### src/hw/rtl/lcsh_pkg.sv
// Package for the layer charge-sum histogrammer.
// Holds the word types, operation and register codes and fixed constants.
// Depends on nothing; every other file of the block but lcsh_ram refers to it.
package lcsh_pkg;

    localparam logic [1:0] OP_CLUSTER = 2'd0;
    localparam logic [1:0] OP_FLUSH   = 2'd1;
    localparam logic [1:0] OP_READ    = 2'd2;

    localparam int          APB_AW          = 4;
    localparam logic [1:0]  REG_PULSE_THRESHOLD = 2'd0;
    localparam logic [1:0]  REG_MIN_WIDTH   = 2'd1;
    localparam logic [1:0]  REG_MAX_WIDTH   = 2'd2;

    localparam logic [9:0]  RST_PULSE_THRESHOLD = 10'd10;
    localparam logic [7:0]  RST_MIN_WIDTH   = 8'd7;
    localparam logic [7:0]  RST_MAX_WIDTH   = 8'd50;

    localparam logic [3:0]  MODULE_A        = 4'd1;
    localparam logic [3:0]  MODULE_B        = 4'd3;
    localparam logic [3:0]  MODULE_C        = 4'd6;
    localparam logic [6:0]  OFFSET_B        = 7'd28;
    localparam logic [6:0]  OFFSET_C        = 7'd56;

    localparam logic [23:0] SUM_MAX         = 24'hFFFFFF;
    localparam logic [31:0] COUNT_MAX       = 32'hFFFFFFFF;
    localparam logic [23:0] RANGE_HI        = 24'd20000;
    localparam longint      RANGE_SPAN      = 64'd19999;
    localparam int          SPAN_W          = 15;

    localparam int          RESQ_DEPTH      = 8;
    localparam int          RESQ_AW         = 3;
    localparam int          CREDIT_W        = 4;

    typedef struct packed {
        logic [1:0]  operation;
        logic [9:0]  pulse_max;
        logic [7:0]  cluster_length;
        logic [3:0]  module_id;
        logic [5:0]  module_layer;
        logic [15:0] charge;
        logic [6:0]  read_layer;
        logic [9:0]  read_bin;
    } item_t;

    typedef struct packed {
        logic        run_closed;
        logic        run_filled;
        logic [6:0]  closed_layer;
        logic [23:0] closed_sum;
        logic [31:0] bin_count;
    } result_t;

    typedef struct packed {
        logic    valid;
        logic    fill;
        logic    rd;
        result_t res;
    } ctl_t;

    typedef struct packed {
        ctl_t       ctl;
        logic [6:0] read_layer;
        logic [9:0] read_bin;
    } front_t;

endpackage

### src/hw/rtl/lcsh_addr.sv
// Bin and address pipeline: turns a closed run sum into a histogram address.
// Depends on lcsh_pkg.
module lcsh_addr #(
    parameter int NUM_LAYERS = 85,
    parameter int NUM_BINS   = 1000
) (
    input  logic                                         clk,
    input  logic                                         rst_n,
    input  lcsh_pkg::front_t                             front,
    output lcsh_pkg::ctl_t                               ctl,
    output logic [$clog2(NUM_LAYERS*(NUM_BINS+2))-1:0]   addr
);

    localparam int TOTAL_BINS = NUM_BINS + 2;
    localparam int AW   = $clog2(NUM_LAYERS * TOTAL_BINS);
    localparam int BW   = $clog2(TOTAL_BINS);
    localparam int NBW  = $clog2(NUM_BINS + 1);
    localparam int XW   = lcsh_pkg::SPAN_W + NBW;
    localparam int MW   = XW + 1;
    localparam int SH   = XW + lcsh_pkg::SPAN_W;
    localparam int PW   = XW + MW;
    localparam logic [63:0] RECIP64 = (64'd1 << SH) / lcsh_pkg::RANGE_SPAN + 64'd1;
    localparam logic [MW-1:0] RECIP = MW'(RECIP64);

    // Stage one: scaled sum and row base.
    lcsh_pkg::ctl_t  c1_reg;
    logic            under1_reg, over1_reg;
    logic [XW-1:0]   x1_reg;
    logic [AW-1:0]   base1_reg;
    logic [BW-1:0]   rbin1_reg;

    // Stage two: quotient.
    lcsh_pkg::ctl_t  c2_reg;
    logic            under2_reg, over2_reg;
    logic [BW-1:0]   q2_reg;
    logic [AW-1:0]   base2_reg;
    logic [BW-1:0]   rbin2_reg;

    // Stage three: address.
    lcsh_pkg::ctl_t  c3_reg;
    logic [AW-1:0]   addr3_reg;

    logic [lcsh_pkg::SPAN_W-1:0] sm1;
    logic [6:0]      lay;
    logic [XW-1:0]   x1_next;
    logic [AW-1:0]   base1_next;
    logic [PW-1:0]   prod;
    logic [BW-1:0]   bin;

    always_comb
    begin
        sm1        = lcsh_pkg::SPAN_W'(front.ctl.res.closed_sum - 24'd1);
        x1_next    = XW'(sm1) * XW'(NUM_BINS);
        lay        = front.ctl.fill ? front.ctl.res.closed_layer : front.read_layer;
        base1_next = AW'(32'(lay) * 32'(TOTAL_BINS));
        prod       = PW'(x1_reg) * PW'(RECIP);
        if (!c2_reg.fill)
        begin
            bin = rbin2_reg;
        end
        else if (under2_reg)
        begin
            bin = '0;
        end
        else if (over2_reg)
        begin
            bin = BW'(NUM_BINS + 1);
        end
        else
        begin
            bin = q2_reg + BW'(1);
        end
    end

    always_ff @(posedge clk or negedge rst_n)
    begin
        if (!rst_n)
        begin
            c1_reg <= '0;
            c2_reg <= '0;
            c3_reg <= '0;
        end
        else
        begin
            c1_reg <= front.ctl;
            c2_reg <= c1_reg;
            c3_reg <= c2_reg;
        end
    end

    always_ff @(posedge clk)
    begin
        under1_reg <= (front.ctl.res.closed_sum == 24'd0);
        over1_reg  <= (front.ctl.res.closed_sum >= lcsh_pkg::RANGE_HI);
        x1_reg     <= x1_next;
        base1_reg  <= base1_next;
        rbin1_reg  <= BW'(front.read_bin);

        under2_reg <= under1_reg;
        over2_reg  <= over1_reg;
        q2_reg     <= BW'(prod >> SH);
        base2_reg  <= base1_reg;
        rbin2_reg  <= rbin1_reg;

        addr3_reg  <= base2_reg + AW'(bin);
    end

    assign ctl  = c3_reg;
    assign addr = addr3_reg;

endmodule

### config.mk
export PLATFORM = sky130hd
export DESIGN_NAME = lcsh_addr
export DESIGN_NICKNAME = d
export VERILOG_FILES = /design/src/hw/rtl/lcsh_pkg.sv /design/src/hw/rtl/lcsh_addr.sv
export SDC_FILE = /design/constraint.sdc
export NUM_CORES = 1
export LEC_CHECK = 0
export BUFFER_PORTS_ARGS = -buffer_cell sky130_fd_sc_hd__buf_2
export CORE_MARGIN = 3
export CORE_UTILIZATION = 40
export DETAILED_ROUTE_END_ITERATION = 7
export SLEW_MARGIN = 15
export SYNTH_ARGS = -nofsm -noshare
export SYNTH_HDL_FRONTEND = slang
export SYNTH_SLANG_ARGS = --single-unit
### constraint.sdc
create_clock -name clk -period 5.33 [get_ports clk]
set_input_delay 1.3325 -clock clk [delete_from_list [all_inputs] [get_ports clk]]
set_output_delay 1.3325 -clock clk [all_outputs]
set_load 0.005 [all_outputs]
After elaboration in Yosys (flattened, before gate mapping)
Cells that the tools add are included.
{ "classes": {"n_reduce_logical": 1, "n_mul": 3, "muxes": 4, "n_lt_le_gt_ge": 1, "n_addsub": 3} }
{ "op_table": {"columns": ["operator", "n"], "rows": [
  ["multiplier 22 x 26 -> 47 bit, second input constant", 1],
  ["two-way mux 10 bit", 3],
  [">= comparator 24 x 15 -> 1 bit, second input constant", 1],
  ["logical NOT 24 bit", 1],
  ["multiplier 15 x 7 -> 22 bit, second input constant", 1],
  ["adder 17 x 10 -> 17 bit", 1],
  ["multiplier 7 x 9 -> 16 bit, second input constant", 1],
  ["subtractor 15 x 1 -> 15 bit, second input constant", 1],
  ["adder 10 x 1 -> 10 bit, second input constant", 1],
  ["two-way mux 7 bit", 1]
]} }
{ "word_totals": {"output_inout_bits": 85, "input_bits": 87, "reg_bits": 309, "wordCells": 47} }

Logic depth before layout (Yosys ltp)
{ "logic_depth": {"ltp_word": 5, "mapped_depth": 23, "depth_no_buf": 23} }

Worst setup path before layout
OpenSTA, ideal clock, no wires.
{ "synth_path": {"path_type": "in2reg", "from": "in front[50] (netlist name)", "to": "reg x1_reg[23]", "arrival_ps": 6278, "path_stages": 20, "path_buffers": 0, "setup_ps": 72, "required_time_ps": 5258, "path_slack_ps": -1020, "path_cell_list": "inv_1 > ha_1 > a21boi_0 > nand2_1 > or3_1 > xnor2_1 > ha_1 > fa_1 > fa_1 > inv_1 > fa_1 > inv_1 > ha_1 > a21o_1 > a2111oi_2 > o31ai_1 > a41oi_2 > o21ai_1 > a21oi_1 > xnor2_1"} }
{ "synth_via": {"elab_chain_len": 2} }
{ "synth_rtl": {"columns": ["item", "line_no", "source"], "rows": [
  ["from (decl)", "lcsh_addr.sv:9", "input lcsh_pkg::front_t front,"],
  ["subtractor 15 x 1 -> 15 bit", "lcsh_addr.sv:52", "sm1 = lcsh_pkg::SPAN_W'(front.ctl.res.closed_sum - 24'd1);"],
  ["multiplier 15 x 7 -> 22 bit", "lcsh_addr.sv:53", "x1_next = XW'(sm1) * XW'(NUM_BINS);"],
  ["net x1_next[23]", "lcsh_addr.sv:45", "logic [XW-1:0] x1_next;"],
  ["to (signal assigned)", "lcsh_addr.sv:95", "x1_reg <= x1_next;"],
  ["to (decl)", "lcsh_addr.sv:28", "logic [XW-1:0] x1_reg;"]
]} }
The timed path passes the listed nets, and every way through them passes these cells.

Final worst setup path
{ "layout_path": {"from": "reg x1_reg[22]", "to": "reg q2_reg[6]"} }
{ "layout_via": {"elab_chain_len": 1} }
{ "layout_rtl": {"columns": ["item", "line_no", "source"], "rows": [
  ["multiplier 22 x 26 -> 47 bit", "lcsh_addr.sv:56", "prod = PW'(x1_reg) * PW'(RECIP);"],
  ["net prod[46]", "lcsh_addr.sv:47", "logic [PW-1:0] prod;"],
  ["to (signal assigned)", "lcsh_addr.sv:101", "q2_reg <= BW'(prod >> SH);"],
  ["to (decl)", "lcsh_addr.sv:35", "logic [BW-1:0] q2_reg;"]
]} }
The timed path passes the listed nets, and every way through them passes these cells.

==> results.md <==
- Status: finished with violations
- Failing checks: negative setup slack
- Hpwl dp: 42800 um
- Mapped Nets: ~2600
- WP depth: 20
- Non-Filler Cell Area, Final: 28500 um^2
- Die width: around 240 um
- TritonCTS clock tree: done
- Synthesized instance count: ~1900
- Worst hold-check path type: register to register
- Crit path max fanout: 3
- Buffer depth of the longest clock path: 3
- Required @ worst endpoint: 5.77 ns
- Commonest non-fill, non-tap cell in the layout: inv_1
- Placed Instances: 3040
- CP cell instances: buf_6, fa_2, xor2_4, ha_4, fa_1, fa_1, fa_1, fa_1, inv_2, fa_1, inv_2, ha_4, buf_6, nand4_1, nor3_4, buf_4, nand4_1, a21o_4, and3_4, a311oi_2
- Slew Limit Fails: 0
- Number of synthesized flops with an enable pin: 0
- Max cap viols: 0
- CP Class: register to register
- Synth Cell Area: roughly 22000 um^2
- Worst Skew: approximately 0.018 ns
- Via density: ~4.6
- Slowest Stage Delay on Critical Path: 0.58 ns
- Cts hold-fix bufs: 0
- Fraction of layout instances using a drive strength above 1: 0.323
- RSZ-0062 raised after global routing: yes
- CP bufs+invs: 5
- Dpl cell area: around 26000 um^2
- I/O pins: 172
- Clk_lat worst skew: 0.53 ns
- I/O Buffers: roughly 170
- Total negative setup slack: -7.23 ns
- Yosys warnings: 0
- Post-Syn Area per Cell: 11.6 um^2
- Max Freq: between 0.15 and 0.2 GHz
- CTS Buf Count: 34
- Crit path arrival time: 6.37 ns
- WL/cell: 16.2 um
- Vias in the first global route: about 16000
- Post-synth ARST share: 0.660
- Clock-pin slew on the worst setup and hold paths: around 0.060 ns
- Final setup fails: 19
- Startpoint Class: register
- Via count: ~14000
- DRC violations left: 0
- Global-route wire length before repair: 83900 um
- H-tree depth: 2
- Seq/Total Area, Yosys: 0.332
- Clock Tree Root: clkbuf_16
- CP top delay family: adder cells
- Post-route ant nets: 0
- CTS sink cnt: a little over 300
- Area growth from synthesis to layout: 31.3%
- Most frequent cells in the layout: inv_1, buf_4, ha_1
- Ys flop type: dfrtp_1
- GP Congestion: ~0.95
- Worst-margin pin slew: between 0.8 and 0.9 ns
- Critical Path End Type: register
- Post-Layout Cell Count: approximately 3100
- Die height: 239 um
- Total Wirelength: between 50000 and 60000 um
- R2R cell count: 20
- Final Cycle Share: 1.11
- Final hold viol count: 0
- Nets@finish: 3100
- Cell variety after synth: 61
- Grt total ovfl: 0
- Maximum number of pins on one net before global-route repair: about 160
- Initial drt markers: 546
- Final Util: 0.537
- Initial core utilization: 0.409
- Iteration count of the initial detailed-routing pass: 5
- Die ar.: 57100 um^2
- Core ar.: 53100 um^2
- Worst hold path depth: 0
- Yosys reg bits: slightly above 300
- Initial antenna violation count: 0
- Total Routing Usage GR: 0.187
- CP most frequent cell: fa_1
- Tmin final: around 5.9 ns
- Max-slew headroom: 0.437
- Ant. Diodes: 0
- Critical-path top delay cell: fa_2
- Setup ws final: -0.602 ns
- Row count: between 80 and 90
-- cells by family after synthesis --
group           count (synthesis)  share of synthesized area
simple gates                  192                     0.0445
compound gates                183                     0.0572
buf+inv                       495                     0.0856
flops                         309                      0.332
fa+ha+maj                     595                      0.440
mux                            16                    0.00796
xor+xnor                       82                     0.0331
-- layout make-up --
class	instances	area, um^2
Clock buffer	46	946
Clock inverter	15	226
Fill cell	4541	24600
Inverter	488	1850
Multi-Input combinational cell	1068	13800
Sequential cell	309	7240
Tap cell	688	861
Timing Repair Buffer	517	3620
-- worst reg2reg max path, stage by stage (launching register included) --
cell and delay, ns:
dfxtp_4 0.36, buf_6 0.12, fa_2 0.58, xor2_4 0.22, ha_4 0.24, fa_1 0.57, fa_1 0.46, fa_1 0.46
fa_1 0.50, inv_2 0.04, fa_1 0.55, inv_2 0.05, ha_4 0.27, buf_6 0.09, nand4_1 0.16, nor3_4 0.28
buf_4 0.17, nand4_1 0.10, a21o_4 0.24, and3_4 0.16, a311oi_2 0.24
-- cells in the mapped netlist, types with 21 or more instances --
cell	n	area, um^2
inv_1	488	1830
ha_1	316	3950
fa_1	279	5590
dfrtp_1	204	5100
dfxtp_1	105	2100
a21oi_1	57	285
nand2_1	52	195
xnor2_1	51	447
nor2_1	39	146
a21o_1	32	240
xor2_1	31	272
o21ai_0	21	105
-- through the flow --
stage | setup slack [ns] | hold slack (ns)
2_1_floorplan | -0.608 | 0.310
5_1_grt | -0.780 | 0.327
6_report | -0.602 | 0.324
4_1_cts | -0.611 | 0.326
3_3_place_gp | -1.00 | 0.310
3_5_place_dp | -1.09 | 0.312
-- layer usage --
| layer | track usage | vias to the layer above | share of wire |
|---|---|---|---|
| met4 | 0.0399 | 0 | 0.016 |
| met3 | 0.0353 | 40 | 0.044 |
| met2 | 0.316 | 222 | 0.48 |
| met1 | 0.252 | 7218 | 0.46 |
| met5 | 0 | - | 0 |
| li1 | - | 6931 | - |
-- worst paths after layout --
path | start | to | slack, ns
max in group asynchronous | rst_n | c1_reg[62] | 3.42
max reg2reg | x1_reg[22] | q2_reg[6] | -0.60
min | rbin1_reg[7] | rbin2_reg[7] | 0.32
max | x1_reg[22] | q2_reg[6] | -0.60
min reg2reg | rbin1_reg[7] | rbin2_reg[7] | 0.32
min in group asynchronous | rst_n | c2_reg[46] | 0.73
-- what timing repair did --
item,4_1_cts,5_1_grt
pin swaps,106,121
endpoints found under the setup margin,21,21
buffers inserted,16,16
gates resized for setup,120,112
Power is not shown: default switching activity piles up to over one toggle a cycle in this logic, so the estimate is an artifact.
