--- src/hw/rtl/lcsh_pkg.sv ---
// Package for the layer charge-sum histogrammer.
// Holds the word types, operation and register codes and fixed constants.
// Depends on nothing; every other file of the block but lcsh_ram refers to it.
package lcsh_pkg;

    localparam logic [1:0] OP_CLUSTER = 2'd0;
    localparam logic [1:0] OP_FLUSH   = 2'd1;
    localparam logic [1:0] OP_READ    = 2'd2;

    localparam int          APB_AW          = 4;
    localparam logic [1:0]  REG_PULSE_THRESHOLD = 2'd0;
    localparam logic [1:0]  REG_MIN_WIDTH   = 2'd1;
    localparam logic [1:0]  REG_MAX_WIDTH   = 2'd2;

    localparam logic [9:0]  RST_PULSE_THRESHOLD = 10'd10;
    localparam logic [7:0]  RST_MIN_WIDTH   = 8'd7;
    localparam logic [7:0]  RST_MAX_WIDTH   = 8'd50;

    localparam logic [3:0]  MODULE_A        = 4'd1;
    localparam logic [3:0]  MODULE_B        = 4'd3;
    localparam logic [3:0]  MODULE_C        = 4'd6;
    localparam logic [6:0]  OFFSET_B        = 7'd28;
    localparam logic [6:0]  OFFSET_C        = 7'd56;

    localparam logic [23:0] SUM_MAX         = 24'hFFFFFF;
    localparam logic [31:0] COUNT_MAX       = 32'hFFFFFFFF;
    localparam logic [23:0] RANGE_HI        = 24'd20000;
    localparam longint      RANGE_SPAN      = 64'd19999;
    localparam int          SPAN_W          = 15;

    localparam int          RESQ_DEPTH      = 8;
    localparam int          RESQ_AW         = 3;
    localparam int          CREDIT_W        = 4;

    typedef struct packed {
        logic [1:0]  operation;
        logic [9:0]  pulse_max;
        logic [7:0]  cluster_length;
        logic [3:0]  module_id;
        logic [5:0]  module_layer;
        logic [15:0] charge;
        logic [6:0]  read_layer;
        logic [9:0]  read_bin;
    } item_t;

    typedef struct packed {
        logic        run_closed;
        logic        run_filled;
        logic [6:0]  closed_layer;
        logic [23:0] closed_sum;
        logic [31:0] bin_count;
    } result_t;

    typedef struct packed {
        logic    valid;
        logic    fill;
        logic    rd;
        result_t res;
    } ctl_t;

    typedef struct packed {
        ctl_t       ctl;
        logic [6:0] read_layer;
        logic [9:0] read_bin;
    } front_t;

endpackage

--- src/hw/rtl/lcsh_front.sv ---
// Front end: configuration registers, cluster selection and run tracking.
// Depends on lcsh_pkg.
module lcsh_front #(
    parameter int NUM_LAYERS = 85,
    parameter int NUM_BINS   = 1000
) (
    input  logic                       clk,
    input  logic                       rst_n,
    input  logic                       psel,
    input  logic                       penable,
    input  logic                       pwrite,
    input  logic [lcsh_pkg::APB_AW-1:0] paddr,
    input  logic [31:0]                pwdata,
    output logic [31:0]                prdata,
    input  logic                       accept,
    input  lcsh_pkg::item_t            item,
    output lcsh_pkg::front_t           front
);

    localparam int TOTAL_BINS = NUM_BINS + 2;

    logic [9:0]  thr_reg, thr_next;
    logic [7:0]  minw_reg, minw_next;
    logic [7:0]  maxw_reg, maxw_next;
    logic [23:0] run_sum_reg, run_sum_next;
    logic        run_active_reg, run_active_next;
    logic [6:0]  run_layer_reg, run_layer_next;
    lcsh_pkg::front_t front_reg, front_next;

    logic        cfg_wr;
    logic        mod_ok;
    logic [6:0]  layer;
    logic        keep;
    logic        close;
    logic        in_range;
    logic        read_ok;
    logic [23:0] base_sum;
    logic [24:0] sum_wide;

    assign cfg_wr = psel & penable & pwrite;

    always_comb
    begin
        thr_next  = thr_reg;
        minw_next = minw_reg;
        maxw_next = maxw_reg;
        prdata    = 32'd0;
        unique case (paddr[3:2])
            lcsh_pkg::REG_PULSE_THRESHOLD:
            begin
                prdata = 32'(thr_reg);
                if (cfg_wr)
                begin
                    thr_next = pwdata[9:0];
                end
            end
            lcsh_pkg::REG_MIN_WIDTH:
            begin
                prdata = 32'(minw_reg);
                if (cfg_wr)
                begin
                    minw_next = pwdata[7:0];
                end
            end
            lcsh_pkg::REG_MAX_WIDTH:
            begin
                prdata = 32'(maxw_reg);
                if (cfg_wr)
                begin
                    maxw_next = pwdata[7:0];
                end
            end
            default:
            begin
                prdata = 32'd0;
            end
        endcase
    end

    always_comb
    begin
        mod_ok = 1'b1;
        layer  = {1'b0, item.module_layer};
        priority if (item.module_id == lcsh_pkg::MODULE_A)
        begin
            layer = {1'b0, item.module_layer};
        end
        else if (item.module_id == lcsh_pkg::MODULE_B)
        begin
            layer = {1'b0, item.module_layer} + lcsh_pkg::OFFSET_B;
        end
        else if (item.module_id == lcsh_pkg::MODULE_C)
        begin
            layer = {1'b0, item.module_layer} + lcsh_pkg::OFFSET_C;
        end
        else
        begin
            mod_ok = 1'b0;
        end

        keep = (item.operation == lcsh_pkg::OP_CLUSTER) && mod_ok
            && (item.pulse_max >= thr_reg)
            && (item.cluster_length >= minw_reg)
            && (item.cluster_length <= maxw_reg);

        close = (keep && run_active_reg && (layer != run_layer_reg))
            || ((item.operation == lcsh_pkg::OP_FLUSH) && run_active_reg);

        in_range = 32'(run_layer_reg) < 32'(NUM_LAYERS);
        read_ok  = (32'(item.read_layer) < 32'(NUM_LAYERS))
            && (32'(item.read_bin) < 32'(TOTAL_BINS));

        base_sum = close ? 24'd0 : run_sum_reg;
        sum_wide = {1'b0, base_sum} + 25'(item.charge);

        run_sum_next    = run_sum_reg;
        run_active_next = run_active_reg;
        run_layer_next  = run_layer_reg;
        if (accept && keep)
        begin
            run_sum_next    = sum_wide[24] ? lcsh_pkg::SUM_MAX : sum_wide[23:0];
            run_layer_next  = layer;
            run_active_next = 1'b1;
        end
        else if (accept && (item.operation == lcsh_pkg::OP_FLUSH))
        begin
            run_sum_next    = 24'd0;
            run_active_next = 1'b0;
        end

        front_next                       = '0;
        front_next.ctl.valid             = accept;
        front_next.ctl.fill              = accept && close && in_range;
        front_next.ctl.rd                = accept && (item.operation == lcsh_pkg::OP_READ)
                                           && read_ok;
        front_next.ctl.res.run_closed    = close;
        front_next.ctl.res.run_filled    = close && in_range;
        front_next.ctl.res.closed_layer  = close ? run_layer_reg : 7'd0;
        front_next.ctl.res.closed_sum    = close ? run_sum_reg : 24'd0;
        front_next.ctl.res.bin_count     = 32'd0;
        front_next.read_layer            = item.read_layer;
        front_next.read_bin              = item.read_bin;
    end

    always_ff @(posedge clk or negedge rst_n)
    begin
        if (!rst_n)
        begin
            thr_reg        <= lcsh_pkg::RST_PULSE_THRESHOLD;
            minw_reg       <= lcsh_pkg::RST_MIN_WIDTH;
            maxw_reg       <= lcsh_pkg::RST_MAX_WIDTH;
            run_sum_reg    <= 24'd0;
            run_active_reg <= 1'b0;
            run_layer_reg  <= 7'd0;
            front_reg      <= '0;
        end
        else
        begin
            thr_reg        <= thr_next;
            minw_reg       <= minw_next;
            maxw_reg       <= maxw_next;
            run_sum_reg    <= run_sum_next;
            run_active_reg <= run_active_next;
            run_layer_reg  <= run_layer_next;
            front_reg      <= front_next;
        end
    end

    assign front = front_reg;

endmodule

--- config.mk ---
export PLATFORM = sky130hd
export DESIGN_NAME = lcsh_front
export DESIGN_NICKNAME = d
export VERILOG_FILES = /design/src/hw/rtl/lcsh_pkg.sv /design/src/hw/rtl/lcsh_front.sv
export SDC_FILE = /design/constraint.sdc
export NUM_CORES = 1
export LEC_CHECK = 0
export BUFFER_PORTS_ARGS = -buffer_cell sky130_fd_sc_hd__buf_2
export CAP_MARGIN = 20
export CORE_MARGIN = 1.5
export CORE_UTILIZATION = 46
export CTS_CLUSTER_DIAMETER = 50
export DETAILED_ROUTE_END_ITERATION = 12
export PLACE_DENSITY = 0.77
export RECOVER_POWER = 25
export SETUP_SLACK_MARGIN = 0.3
export SLEW_MARGIN = 40
export SYNTH_ARGS = -nofsm -noshare
export SYNTH_HDL_FRONTEND = slang
export SYNTH_SLANG_ARGS = --single-unit
--- constraint.sdc ---
create_clock -name clk -period 4.2 [get_ports clk]
set_input_delay 0.63 -clock clk [delete_from_list [all_inputs] [get_ports clk]]
set_output_delay 0.63 -clock clk [all_outputs]
set_load 0.1 [all_outputs]
# [Word level (Yosys, flattened, before mapping)]
# Index checks and enable logic that the tools add are counted.
[totals] reg_bits=111 ram_bits=0 in_bits=105 mem_count=0 mem_bits_ro=0 wordCells=71 latch_bits=0
[classes] n_addsub=3 n_mul=0 eq_ne=8 order_cmp=6 n_shift=0 reduce_logical=22 mux=15 div=0 bitwise_logic=2
[ops] op="$mux W24" count=5
[ops] op="$pmux W10 S3" count=1
[ops] op="$mux W7" count=4
[ops] op="$add A24 B16 Y25" count=1
[ops] op="$logic_and A1 B1 Y1" count=15
[ops] op="$lt A7 B7 Y1 const B" count=2
[ops] op="$ge A10 B10 Y1" count=1
[ops] op="$lt A10 B10 Y1 const B" count=1
[ops] op="$ge A8 B8 Y1" count=1
[ops] op="$le A8 B8 Y1" count=1
[ops] op="$add A6 B5 Y7 const B" count=1
[ops] op="$add A6 B6 Y7 const B" count=1
[ops] op="$ne A7 B7 Y1" count=1
[ops] op="$reduce_and A2 Y1" count=3
[ops] op="$mux W1" count=5
[ops] op="$eq A2 B1 Y1 const B" count=2
[ops] op="$eq A2 B2 Y1 const B" count=2
[ops] op="$eq A4 B1 Y1 const B" count=1
[ops] op="$eq A4 B2 Y1 const B" count=1
[ops] op="$eq A4 B3 Y1 const B" count=1
[ops] op="$logic_not A2 Y1" count=2
[ops] op="$and A1 B1 Y1" count=2
[ops] op="$reduce_bool A2 Y1" count=1
[ops] op="$logic_or A1 B1 Y1" count=1

# [Logic depth before layout (Yosys ltp)]
# Gate-level depths: netlist (run 1).
[logic_depth] depth_word=15 ltp_mapped=20 depth_no_buf=19

# [Worst setup path after synthesis (run 1)]
# OpenSTA, ideal clock, no wires.
[synth_timing] path_kind="input port to flip-flop" from="input port item[50] (netlist name)" to="register run_sum_reg[10]" arrival_ns=4.400 stages=19 t_required_ns=4.059 setup_slack_ns=-0.341 n_path_buf=2 path_cell_list="ha_1 -> nand4_1 -> nor3_1 -> nor2_1 -> a211oi_1 -> a21o_1 -> nand3_4 -> clkbuf_1 -> and2_1 -> ha_1 -> fa_1 -> a211oi_1 -> o211ai_1 -> a211oi_1 -> a31oi_1 -> nand3_1 -> a31o_2 -> buf_2 -> a31oi_1"
[synth_between] elab_chain_len=10 word_cells_on_any_way=13
[synth_rtl] item="start: declaration" line="lcsh_front.sv:16" source="input lcsh_pkg::item_t item,"
[synth_rtl] item="$ge A8 B8 Y1" line="lcsh_front.sv:103" source="&& (item.cluster_length >= minw_reg)"
[synth_rtl] item="$logic_and A1 B1 Y1" line="lcsh_front.sv:103"
[synth_rtl] item="$logic_and A1 B1 Y1 (*)" line="lcsh_front.sv:104" source="&& (item.cluster_length <= maxw_reg);"
[synth_rtl] item="$logic_and A1 B1 Y1 (2 in a row)" line="lcsh_front.sv:106" source="close = (keep && run_active_reg && (layer != run_layer_reg))"
[synth_rtl] item="$logic_or A1 B1 Y1" line="lcsh_front.sv:107" source="|| ((item.operation == lcsh_pkg::OP_FLUSH) && run_active_reg);"
[synth_rtl] item="$mux W24" line="lcsh_front.sv:113" source="base_sum = close ? 24'd0 : run_sum_reg;"
[synth_rtl] item="$add A24 B16 Y25" line="lcsh_front.sv:114" source="sum_wide = {1'b0, base_sum} + 25'(item.charge);"
[synth_rtl] item="$mux W24" line="lcsh_front.sv:121" source="run_sum_next = sum_wide[24] ? lcsh_pkg::SUM_MAX : sum_wide[23:0];"
[synth_rtl] item="$mux W24" line="lcsh_front.sv:119" source="if (accept && keep)"
[synth_rtl] item="end signal: assignment" line="lcsh_front.sv:162" source="run_sum_reg <= run_sum_next;"
[synth_rtl] item="end: declaration" line="lcsh_front.sv:25" source="logic [23:0] run_sum_reg, run_sum_next;"
# Every way passes the cells marked *; elsewhere a longest branch is shown, timed or not.
# A chain may end at the register's enable or synchronous reset.

# [Worst setup path in the final report (run 1)]
[layout_timing] from="register maxw_reg[5]" to="register run_sum_reg[20]"
[layout_between] elab_chain_len=9 word_cells_on_any_way=11
[layout_rtl] item="start: declaration" line="lcsh_front.sv:24" source="logic [7:0] maxw_reg, maxw_next;"
[layout_rtl] item="start signal: assignment" line="lcsh_front.sv:151" source="maxw_reg <= lcsh_pkg::RST_MAX_WIDTH;"
[layout_rtl] item="start signal: assignment" line="lcsh_front.sv:161" source="maxw_reg <= maxw_next;"
[layout_rtl] item="$le A8 B8 Y1 (*)" line="lcsh_front.sv:104"
[layout_rtl] item="$logic_and A1 B1 Y1 (*)" line="lcsh_front.sv:104"
[layout_rtl] item="$logic_and A1 B1 Y1 (2 in a row)" line="lcsh_front.sv:106"
[layout_rtl] item="$logic_or A1 B1 Y1" line="lcsh_front.sv:107"
[layout_rtl] item="$mux W24" line="lcsh_front.sv:113"
[layout_rtl] item="$add A24 B16 Y25" line="lcsh_front.sv:114"
[layout_rtl] item="$mux W24" line="lcsh_front.sv:121"
[layout_rtl] item="$mux W24" line="lcsh_front.sv:119"
# Marks and branches as above.

==> results by group, run 1 <==
Logic synthesis
  – Ys Warns: 0
  – Ys async rst share: 100%
  – Synth Cell Area: 0.00649 mm²
  – Top FF cell, synth: dfrtp_1
  – Syn avg cell area: 9.64 µm²
  – Register area share after synthesis: 43.0%
  – Post-synth EDFFs: 0
  – FF+latch count, synth: 111
  – Count of different cell masters after synthesis: 65
  – Cells after Synth: 673

Timing
  – Worst-margin pin slew: 3.71 ns
  – Relative slew margins: -148%
  – Clock skew: 0.0104 ns
  – Fmax: 0.239 GHz
  – Tcrit/Tclk final: 99.8%
  – Final Hold Slack: 0.386 ns
  – Final critical-path required period: 4.19 ns
  – Final setup vio count: 0
  – Final Hold Vio Count: 0
  – Setup TNS: 0 ns
  – Unrepaired setup endpoints after global routing: yes
  – Max-slew violation count: 72
  – Worst setup margin: 0.00963 ns

CTS
  – Clk buf depth: 2
  – CTS tree: built
  – # clock sinks: 111
  – Clock root cell: clkbuf_16
  – Htree depth: 3
  – Number of buffers created by CTS: 9
  – Clock Latency Late Sink: 0.35 ns
  – Worst-path clk slew: 0.07 ns

Drt
  – Final WL: 16100 µm
  – Drt wl/cell: 15.1 µm
  – Residual DRC: 0
  – Via count: 5526
  – Metal3 WL: 956 µm
  – Final ANT Viol Nets: 0
  – WL met2: 7880 µm
  – First drt pass iteration count: 5
  – Vias per Instance: 5.17
  – Highest routed metal layer: met4
  – DRT iter0 DRCs: 407
  – Met1 wire length: 6900 µm

Finish
  – Nets: 1035
  – Post-layout util: 60.5%
  – Fillers: 1150
  – Storage cell area: 0.00279 mm²
  – Final Cell Area: 0.00837 mm²
  – Inserted Diodes: 0
  – Post-Layout Cell Count: 1069
  – Area grow syn2layout: 29.0%
  – Max FFs per register: 53
  – Share of cells above drive strength 1: 34.8%
  – Footprint of the multi-input gates: 0.00355 mm²

Placement
  – Port Buffers: 143
  – RePlAce Congestion: 0.884
  – Placed cell area: 0.00775 mm²
  – Detailed Place HPWL: 11300 µm
  – Pre-CTS WS: -0.406 ns
  – Dpl cells: 1040

Floorplan
  – Top Ports: 222
  – Die Wd: 122 µm
  – Num rows: 43
  – Core area: 0.0138 mm²
  – Die area: 0.0148 mm²
  – Die Y: 122 µm
  – Initial core utilization: 46.9%

Run
  – Max Cap Viol: 1

Power and ir drop
  – Worst VDD drop: 187 µV
  – Power Density: 360 mW/mm²
  – Leak: 4.18 nW
  – Total design power: 3.01 mW

Worst setup path
  – R2R Setup Slk: 0.01 ns
  – CP startpoint kind: flip-flop
  – FF-to-FF End: run_sum_reg[20]$_DFFE_PN0P_
  – Reg-to-reg startpoint: maxw_reg[5]$_DFFE_PN1P_
  – WP data required: 4.49 ns
  – Worst Path Arrival: 4.48 ns
  – R2R depth: 20
  – CP max FO: 6
  – Critical Path Sink Type: flip-flop
  – Kind of critical path: reg -> reg

Worst hold path
  – Worst Hold Class: in -> reg
  – Hold Path End: front[0]$_DFF_PN0_
  – HP Start: item[0]
  – WHS Path Cells: 1

Global routing
  – Vias in the first global route: 5228
  – Total grt overflow: 0
  – Total global-route track usage: 21.5%
  – Initial antenna violation count: 0
  – Largest net degree at the start of global routing: 72
  – Global-route wire length before repair: 24900 µm

Outcome
  – Failing checks: capacitance limit, slew limit
  – Status: finished, violations left
## cells in the final DEF, fill, tap and decap left out, drive strengths merged, types with 5 or more instances in the layout
cell,instances
o21ai,47
buf,211
nor3,16
and3,5
a21oi,49
clkbuf,25
nor4,5
conb,54
mux2i,10
xnor2,8
dfstp,8
nor2,25
a31oi,21
and2,41
nand3,12
o21a,5
ha,45
nand4,5
dfrtp,103
a211oi,9
mux2,12
a21o,8
inv,44
nand2,50
nor2b,12
xor2,12
## power breakdown
group	total (mW)	switching [mW]	internal [mW]
logic	0.975	0.694	0.281
registers	1.22	0.0524	1.16
clock network	0.821	0.393	0.428
total	3.01	1.14	1.87
## per-layer routing
metal	vias to the layer above	track usage, %
li1	2667	-
met1	2624	27.5
met5	-	0
met2	207	36.9
met3	28	3.32
met4	0	7.72
## worst max-delay path, cell delays in order (launching register included)
cell and delay (ns):
dfstp_2 0.54, inv_2 0.05, ha_4 0.21, buf_4 0.13, a21o_1 0.18, nand3_1 0.08, a21oi_1 0.08, a211oi_2 0.22
a21o_1 0.21, nand3_4 0.12, and2_4 0.19, ha_4 0.15, fa_2 0.35, a211oi_2 0.28, o211ai_1 0.16, a211oi_2 0.35
a31oi_2 0.18, nand2_2 0.19, nor3_2 0.08, a211oi_1 0.22, o22a_1 0.17
## cell type report
| type | count | area share, % |
|---|---|---|
| multi-input cells | 496 | 42.4 |
| well taps | 180 | 2.69 |
| inverters | 42 | 2.18 |
| clock inverters | 4 | 0.448 |
| flip-flops and latches | 111 | 33.3 |
| repair buffers | 224 | 16.1 |
| clock buffers | 12 | 2.94 |
## worst max path at each step
stage / end / slack (ns) / startpoint
2_1_floorplan: run_sum_reg[14]$_DFFE_PN0P_ / 0.004 / item[37]
3_3_place_gp: run_sum_reg[14]$_DFFE_PN0P_ / -0.32 / item[37]
3_5_place_dp: run_sum_reg[15]$_DFFE_PN0P_ / -0.41 / item[36]
4_1_cts: run_sum_reg[14]$_DFFE_PN0P_ / 0.11 / maxw_reg[4]$_DFFE_PN1P_
5_1_grt: run_sum_reg[16]$_DFFE_PN0P_ / -0.25 / maxw_reg[5]$_DFFE_PN1P_
6_report: run_sum_reg[20]$_DFFE_PN0P_ / 0.01 / maxw_reg[5]$_DFFE_PN1P_
## cell families (layout without fill, tap and decap cells)
family                     count (synthesis)  in the layout  synth area share (%)
DFF                                      111            111                  43.0
and+or+nand+nor                          188            188                  15.7
other                                      1             54                0.0578
AOI/OAI and AO/OA                        166            166                  15.5
adders and majority gates                 46             46                  8.99
muxes                                     22             22                  3.63
buffers and inverters                    119            282                  10.4
xor gates and xnor gates                  20             20                  2.82
## repair_timing
item,4_1_cts,5_1_grt
cloned,0,0
hold buffers,0,0
pin swaps,31,5
resized for setup,41,13
buffers inserted,8,5
endpoints found under the setup margin,24,24
hold endpoints to repair,0,0
## synth_stat cells, drive strengths merged, types with 2 or more instances
library cell / number / area [µm²]
and4bb: 2 / 28.8
a21oi: 49 / 249
dfstp: 8 / 210
o311ai: 2 / 17.5
buf: 67 / 479
o2111ai: 3 / 32.5
inv: 42 / 158
a21o: 8 / 60.1
nand2: 50 / 188
o31ai: 2 / 15.0
xnor2: 8 / 77.6
nor2: 25 / 93.8
o21ai: 47 / 235
nand2b: 4 / 25.0
nor3b: 4 / 35.0
and3: 5 / 31.3
mux2: 12 / 135
nor3: 16 / 80.1
xor2: 12 / 105
or3: 3 / 18.8
a31o: 4 / 35.0
a31oi: 21 / 131
a21boi: 2 / 15.0
o21a: 5 / 37.5
ha: 45 / 563
nor4: 5 / 37.5
o22ai: 4 / 25.0
nand4: 5 / 31.3
dfrtp: 103 / 2580
nor2b: 12 / 82.6
mux2i: 10 / 100
clkbuf: 10 / 38.8
a211oi: 9 / 67.6
nand3: 12 / 72.6
and2: 41 / 257
o21bai: 2 / 15.0
No activity file was read; power rests on OpenSTA's default activity.
==> inputs of run 2 (changes only) <==
Settings changed: CORE_UTILIZATION 46 to 47, CTS_BUF_LIST from default to sky130_fd_sc_hd__clkbuf_4 sky130_fd_sc_hd__clkbuf_8, PLACE_DENSITY 0.77 to 0.79.
==> run 2 against run 1 <==
  * The run still ends with capacitance limit, slew limit left
  * Final cell count fell by 0.37%
  * Utilization grew 1.7 points
  * First-iteration DRC count grew 6.6%
  * Power is 6.4% lower
  * Flip-flop and latch count unchanged
  * Sequential power about the same
  * Largest cell class unchanged
  * Sequential share of layout area rose by 0.25 points
  * Cell area fell by 0.73%
==> results by group, run 2 (synthesis gave the netlist of run 1 again) <==
Outcome
  – Status: finished, violations left
  – Failing checks: capacitance limit, slew limit

Floorplan
  – Die area: 0.0145 mm²
  – Core area: 0.0133 mm²
  – Initial core utilization: 48.6%
  – Num rows: 42
  – Die Y: 121 µm
  – Top Ports: 222
  – Die Wd: 121 µm

Power and ir drop
  – Clock power share: 22.3%
  – Internal power: 1.67 mW
  – Comb power frac: 34.6%
  – Leak: 4.13 nW
  – Register share of total power: 43.1%
  – Sw Share: 40.6%
  – Total design power: 2.82 mW
  – Power Density: 340 mW/mm²
  – Worst VDD drop: 144 µV
  – NetSw: 1.15 mW

Drt
  – First drt pass iteration count: 5
  – Vias per Instance: 5.26
  – Drt wl/cell: 15.5 µm
  – Residual DRC: 0
  – DRT iter0 DRCs: 434
  – Final ANT Viol Nets: 0
  – Via count: 5605
  – Final WL: 16500 µm

Global routing
  – Met3 Use GR: 3.16%
  – Total grt overflow: 0
  – Largest net degree at the start of global routing: 59
  – Global-route wire length before repair: 25400 µm
  – GR Layer Usage met2: 38.0%
  – Vias in the first global route: 5399
  – Met1 global-route usage: 28.4%
  – Initial antenna violation count: 0
  – Total global-route track usage: 22.1%
  – GR peak layer: met2

Finish
  – Nets: 1035
  – Post-Layout Cell Count: 1065
  – Post-layout util: 62.3%
  – Final Cell Area: 0.00831 mm²
  – Most frequent cells in the layout: buf_2, dfrtp_1, buf_4
  – Area grow syn2layout: 28.1%
  – Most common cell after layout, fill and taps aside: buf_2
  – Fillers: 1089
  – Max FFs per register: 53
  – Inserted Diodes: 0
  – Share of cells above drive strength 1: 35.9%

Worst setup path
  – CP startpoint: maxw_reg[4]$_DFFE_PN1P_
  – CP max FO: 5
  – Kind of critical path: reg -> reg
  – CP startpoint kind: flip-flop
  – Critical Path Sink Type: flip-flop
  – WP data required: 4.48 ns
  – CP max stage cell: dfstp_2
  – Reg-to-reg startpoint: maxw_reg[4]$_DFFE_PN1P_
  – Max incr delay on CP: 0.55 ns
  – Cell Chain, Critical Path: inv_2 -> ha_4 -> nand4_1 -> nor3_2 -> nor2_1 -> a211oi_2 -> a21o_1 -> nand3_4 -> and2_4 -> ha_4 -> fa_2 -> a211oi_2 -> o211ai_1 -> a211oi_2 -> buf_4 -> o21ai_2 -> a21oi_2 -> xor2_1 -> a21oi_1 -> a31o_2
  – Worst Path Arrival: 4.48 ns
  – Top cell by count, worst path: a211oi_2

CTS
  – Number of buffers created by CTS: 9
  – Clock root cell: clkbuf_8
  – Htree depth: 3
  – Worst-path clk slew: 0.11 ns
  – CTS tree: built
  – CTS Hold Bufs: 0
  – Clock Latency Late Sink: 0.39 ns
  – # clock sinks: 111
  – Clk buf depth: 2

Timing
  – Max-slew violation count: 43
  – Worst setup margin: 0.00224 ns
  – Final setup vio count: 0
  – Relative slew margins: -49.2%
  – Final critical-path required period: 4.20 ns
  – Clock skew: 0.0155 ns
  – Final Hold Slack: 0.310 ns
  – Tcrit/Tclk final: 99.9%
  – Fmax: 0.238 GHz
  – Setup TNS: 0 ns
  – Unrepaired setup endpoints after global routing: yes
  – Final Hold Vio Count: 0
  – Worst-margin pin slew: 2.24 ns

Placement
  – Placed cell area: 0.00771 mm²
  – Dpl cells: 1034
  – Port Buffers: 143
  – Pre-CTS WS: -0.451 ns
  – RePlAce Congestion: 0.889
  – Detailed Place HPWL: 11500 µm

Worst hold path
  – Worst Hold Class: in -> async

Run
  – Max Cap Viol: 1
run 2: worst paths after layout:
path	slack, ns	to	depth (start not counted)
worst min register to register	0.51	run_sum_reg[20]$_DFFE_PN0P_	1
max in group asynchronous	1.18	minw_reg[1]$_DFFE_PN1P_	3
worst max-delay path	0.002	run_sum_reg[14]$_DFFE_PN0P_	20
min in group clk	0.34	front[0]$_DFF_PN0_	1
worst max register to register	0.002	run_sum_reg[14]$_DFFE_PN0P_	20
worst min-delay path	0.31	front[1]$_DFF_PN0_	1
run 2: critical path: cells and delay by family (launching register included):
family,cells,cell delay (ns)
adder cells (fa/ha/maj),3,0.76
flip-flops,1,0.55
AND/OR/NAND/NOR,5,0.74
buffers and inverters,2,0.22
AO/OA/AOI/OAI,9,1.66
XOR/XNOR,1,0.16
run 2: metal layers:
layer,vias to the layer above,wire length (µm)
li1,2664,-
met1,2669,7060
met2,239,8040
met3,33,999
met4,0,360
met5,-,0
run 2: power by group through the flow:
stage	registers, mW	logic (mW)	clock network (mW)
floorplan	1.29	0.678	0
detailed placement	1.24	0.923	0
finish	1.22	0.975	0.629
CTS	1.22	0.948	0.648
global route	1.23	1.05	0.696
global placement	1.23	0.906	0
run 2: repair_timing:
action | in CTS | in global routing
endpoints found under the hold margin | 0 | 0
gates resized for setup | 20 | 36
setup buffers | 5 | 9
endpoints found under the setup margin | 24 | 24
pin swaps | 30 | 9
run 2: area by class of cell:
type	count	area, µm²	area share [%]
multi-input combinational	496	3600	43.4
sequential	111	2790	33.5
timing repair buffer	224	1330	16.0
tap	176	220	2.65
inverter	42	183	2.20
clock buffer	10	131	1.58
clock inverter	6	55.1	0.663
